**src/hdl/tctlm_pkg.sv**
```systemverilog
// shared types and constants for the text code table longest match unit
package tctlm_pkg;

  localparam int MaxEntries   = 256;
  localparam int MaxCodeBytes = 4;
  localparam int MaxTextBytes = 8;

  localparam int CodeW    = 32;
  localparam int CodeLenW = 3;
  localparam int TextW    = 64;
  localparam int TextLenW = 4;
  localparam int IndexW   = 8;

  typedef enum logic [2:0] {
    CMD_CLEAR    = 3'd0,
    CMD_ADD      = 3'd1,
    CMD_SET_TERM = 3'd2,
    CMD_MATCH_TX = 3'd3,
    CMD_MATCH_CD = 3'd4,
    CMD_EMIT     = 3'd5
  } cmd_t;

  typedef enum logic [1:0] {
    ST_OK      = 2'd0,
    ST_NO_HIT  = 2'd1,
    ST_FULL    = 2'd2
  } status_t;

  typedef enum logic [2:0] {
    S_IDLE,
    S_SCAN,
    S_FETCH,
    S_FETCH_WAIT,
    S_OUT
  } state_t;

  typedef struct packed {
    logic [1:0]          status;
    logic [IndexW-1:0]   entry_index;
    logic [CodeW-1:0]    code_out;
    logic [CodeLenW-1:0] code_len_out;
    logic [TextW-1:0]    text_out;
    logic [TextLenW-1:0] text_len_out;
  } result_t;

  // byte mask of n low bytes over a 64-bit word
  function automatic logic [63:0] byte_mask(input logic [3:0] n);
    logic [63:0] m;
    m = '0;
    for (int b = 0; b < 8; b++) begin
      if (b < int'(n)) m[b*8 +: 8] = 8'hff;
    end
    return m;
  endfunction

endpackage

```
**src/hdl/tctlm_entry_ram.sv**
```systemverilog
// entry store: one synchronous memory, one write port, one registered read port
module tctlm_entry_ram #(
  parameter int Depth = tctlm_pkg::MaxEntries,
  parameter int Width = 8
) (
  input  logic                     clk,
  input  logic                     we,
  input  logic [$clog2(Depth)-1:0] waddr,
  input  logic [Width-1:0]         wdata,
  input  logic [$clog2(Depth)-1:0] raddr,
  output logic [Width-1:0]         rdata
);
  logic [Width-1:0] mem [Depth];

  always_ff @(posedge clk) begin
    if (we) mem[waddr] <= wdata;
    rdata <= mem[raddr];
  end
endmodule

```
**config.mk**
```make
export PLATFORM = sky130hd
export DESIGN_NAME = tctlm_entry_ram
export DESIGN_NICKNAME = d
export VERILOG_FILES = /design/src/hdl/tctlm_pkg.sv /design/src/hdl/tctlm_entry_ram.sv
export SDC_FILE = /design/constraint.sdc
export NUM_CORES = 2
export LEC_CHECK = 0
export ABC_AREA = 1
export BUFFER_PORTS_ARGS = -buffer_cell sky130_fd_sc_hd__buf_2
export CORE_MARGIN = 2
export CORE_UTILIZATION = 35
export CTS_CLUSTER_DIAMETER = 120
export CTS_CLUSTER_SIZE = 20
export DETAILED_ROUTE_END_ITERATION = 12
export SLEW_MARGIN = 20
export SYNTH_ARGS = -nofsm -noshare
export SYNTH_HDL_FRONTEND = slang
export SYNTH_SLANG_ARGS = --single-unit
export TNS_END_PERCENT = 100
```
**constraint.sdc**
```tcl
create_clock -name clk -period 1.5 [get_ports clk]
set_input_delay 0.075 -clock clk [delete_from_list [all_inputs] [get_ports clk]]
set_output_delay 0.075 -clock clk [all_outputs]
set_load 0.01 [all_outputs]
```
==> impl_metrics.yaml <==
run_status:
  run_status: "finished with violations"
  failed_checks: "negative hold slack, negative setup slack"
global_routing:
  overall_fraction_of_global_route_tracks_in_use_pct: 19.6
  gr-usage-met3_pct: 2.84
  grt_start_max_net_pins: 97
  top_usage_layer: "met2"
  grt_util_met2_pct: 31.3
  number_of_global_route_vias_before_repair: 53749
  grt_pass1_wl_um: 359000
  globalRouteMet1Util_pct: 27.3
  grt_total_ovfl: 0
  initial_antenna_violation_count: 13
cts:
  cts.clk_slew.worst_paths_ns: 0.10
  ctsHtreeMaxLevel: 3
  clock_sinks: 2056
  clock_path_buffers: 3
  clk_root_buffer_cell: "clkbuf_16"
  cts_tree: "done"
  clock_latency_ns: 0.81
  cts_buffers: 113
  hold_buffers: 8
timing:
  maxSlewViolCount: 0
  achievable-frequency_mhz: 640
  timing.slew.headroom_pct: 38.7
  final_hold_violating_endpoints: 8
  postLayoutSetupSlackWorst_ns: -0.0628
  fin_crit_sh_pct: 104
  grt_setup_unrepaired: "true"
  final_setup_violation_count: 6
  final.hold.worst_slack_ns: -0.294
  tightest_slew_ns: 0.918
  worst_clock_skew_ns: 0.0571
  timing.final.crit_period_ns: 1.56
layout:
  final_layout_size_suffix_gt1_share_pct: 16.6
  stdcell_area_um2: 98200
  area_delta_synth_final_pct: 17.8
  mostFrequentLayoutCell: "nand2_1"
  layout_common_cells: "2104 x nand2_1, 2048 x edfxtp_1, 1691 x nand3_1"
  number_of_nets_at_the_end_of_the_flow: 7421
logic_synthesis:
  synth.lib_cells_used.distinct: 14
  ys_seq_area_share_pct: 73.9
  synth_top_area_cell: "edfxtp_1"
  syn-cell-area_um2: 83400
  synthCells: 7003
  yosysTopAreaCellShare_pct: 73.7
  synth_area_per_cell_um2: 11.9
  synthesis.nets: 7029
  yosysWarnings: 0
  ys_ff_latch: 2056
  synth.area.top_cells: "edfxtp_1 74%, nand3_1 12%, nand2_1 9.6%"
floorplan:
  floorplan.core_area_um2: 237000
  start_util_pct: 35.1
  floorplan.die.width_um: 492
  floorplan.rows: 179
  die_area_um2: 242000
  top_level_ports: 34
  die-height_um: 492
placement:
  post-place-ws_ns: -0.957
  place_congestion: 0.915
  io_buffer_count: 33
  post-dp-hpwl_um: 155000
  place_area_um2: 92800
worst_setup_path:
  cp_data_arrival_time_ns: 2.25
  r2r_slack_ns: -0.06
  critical_path.startpoint_type: "flip-flop"
  critical-path-max-stage-delay_ns: 0.38
  critical_path.most_common_cell: "nand3_1"
  worstPathRequired_ns: 2.19
  path_class: "flip-flop to flip-flop"
  crit_path_max_fanout: 1
  slowest_stage: "edfxtp_1"
  cp-end-kind: "flip-flop"
  worstPathCellList: "nand2_1 > nand3_1 > nand3_1 > nand3_1 > nand3_1 > nand3_1 > nand3_1 > nand2_1 > nand2_1 > nand2_1"
power_and_ir_drop:
  power-per-cell-area_nw_per_um2: 1060
  vdd.ir_drop.worst_uv: 1000
  post-layout-total-power_w: 0.104
  power.static_leakage_nw: 34.5
detailed_routing:
  drtAntennaViolNets: 0
  num_vias: 55917
  firstDrtPassIters: 6
  drt_first_iter_violations: 6561
  routed_via_density: 5.27
  drt_wl_cell_um: 22.9
  drt-total-wl_um: 243000
  post-route-drc-count: 0
run:
  cap_violations: 0
worst_hold_path:
  hold_path_class: "primary input to flip-flop"
## worst paths after layout
check                             start          endpoint  depth (start not counted)
setup reg to reg  mem[201][7]$_DFFE_PP_  rdata[7]$_DFF_P_                         10
hold / removal                 raddr[7]  rdata[4]$_DFF_P_                          3
setup / recovery  mem[201][7]$_DFFE_PP_  rdata[7]$_DFF_P_                         10
hold reg to reg   mem[144][1]$_DFFE_PP_  rdata[1]$_DFF_P_                         10
## report_power, final
group	internal (W)	switching [W]	leakage, nW	total, W
clock	0.0138	0.0180	1.49	0.0318
combinational	0.00287	0.00628	14.6	0.00915
sequential	0.0632	0.0000787	18.5	0.0633
## per-layer routing
| layer | routed length (um) | vias up | share of wire [%] |
|---|---|---|---|
| li1 | - | 25521 | - |
| met1 | 101000 | 27707 | 42 |
| met2 | 115000 | 2345 | 47 |
| met3 | 18600 | 342 | 7.6 |
| met4 | 8360 | 2 | 3.4 |
| met5 | 15 | - | 0.0062 |
## Yosys cell counts
master and count:
nand3_1 2019, buf_1 40, inv_1 36, buf_2 268, inv_2 2, inv_4 1
nor2_1 283, edfxtp_1 2048, buf_4 46, clkbuf_1 112, buf_8 1, dfxtp_1 8
buf_6 16, nand2_1 2123
## cells by family (layout without fill, tap and decap cells)
group / Yosys count / after routing / share of synthesized area, %
DFF: 2056 / 2056 / 73.9
buffers and inverters: 522 / 948 / 3.12
other: 0 / 10 / 0
and+or+nand+nor: 4425 / 4425 / 22.9
## critical path, delay by kind of cell, from the launching register on
kind             cells  cell delay (ns)
DFF                  1             0.38
and+or+nand+nor     10             1.05
## layout make-up
type                            count  area (um2)
Clock inverter                     10         106
Antenna cell                       10        25.0
Fill cell                       22037      139000
Tap cell                         3167        3960
Inverter                           39         180
Timing Repair Buffer              760        7990
Multi-Input combinational cell   4425       21300
Clock buffer                      139        2950
Sequential cell                  2056       61700
## timing repair
action                                   CTS  global route
hold endpoints to repair                1922             8
setup buffers                              0             0
pin swaps                                 46            75
endpoints found under the setup margin    15             8
resized for setup                        262           165
## sequential cells by signal, indices dropped and copies added, names as in the netlist
| name | flops |
|---|---|
| mem | 2048 |
| rdata | 8 |
## per-stage QoR
step / cells / util (%) / setup TNS [ns]
after CTS: 10596 / 41.0 / -0.177
after floorplan: 7003 / - / -14.13
after detailed placement: 10440 / 39.1 / -51.37
after global placement: 10440 / 39.1 / -38.00
after global routing: 10606 / 41.4 / -0.696
final: 10606 / 41.4 / -0.221
Power figures use the tool's default switching activity.
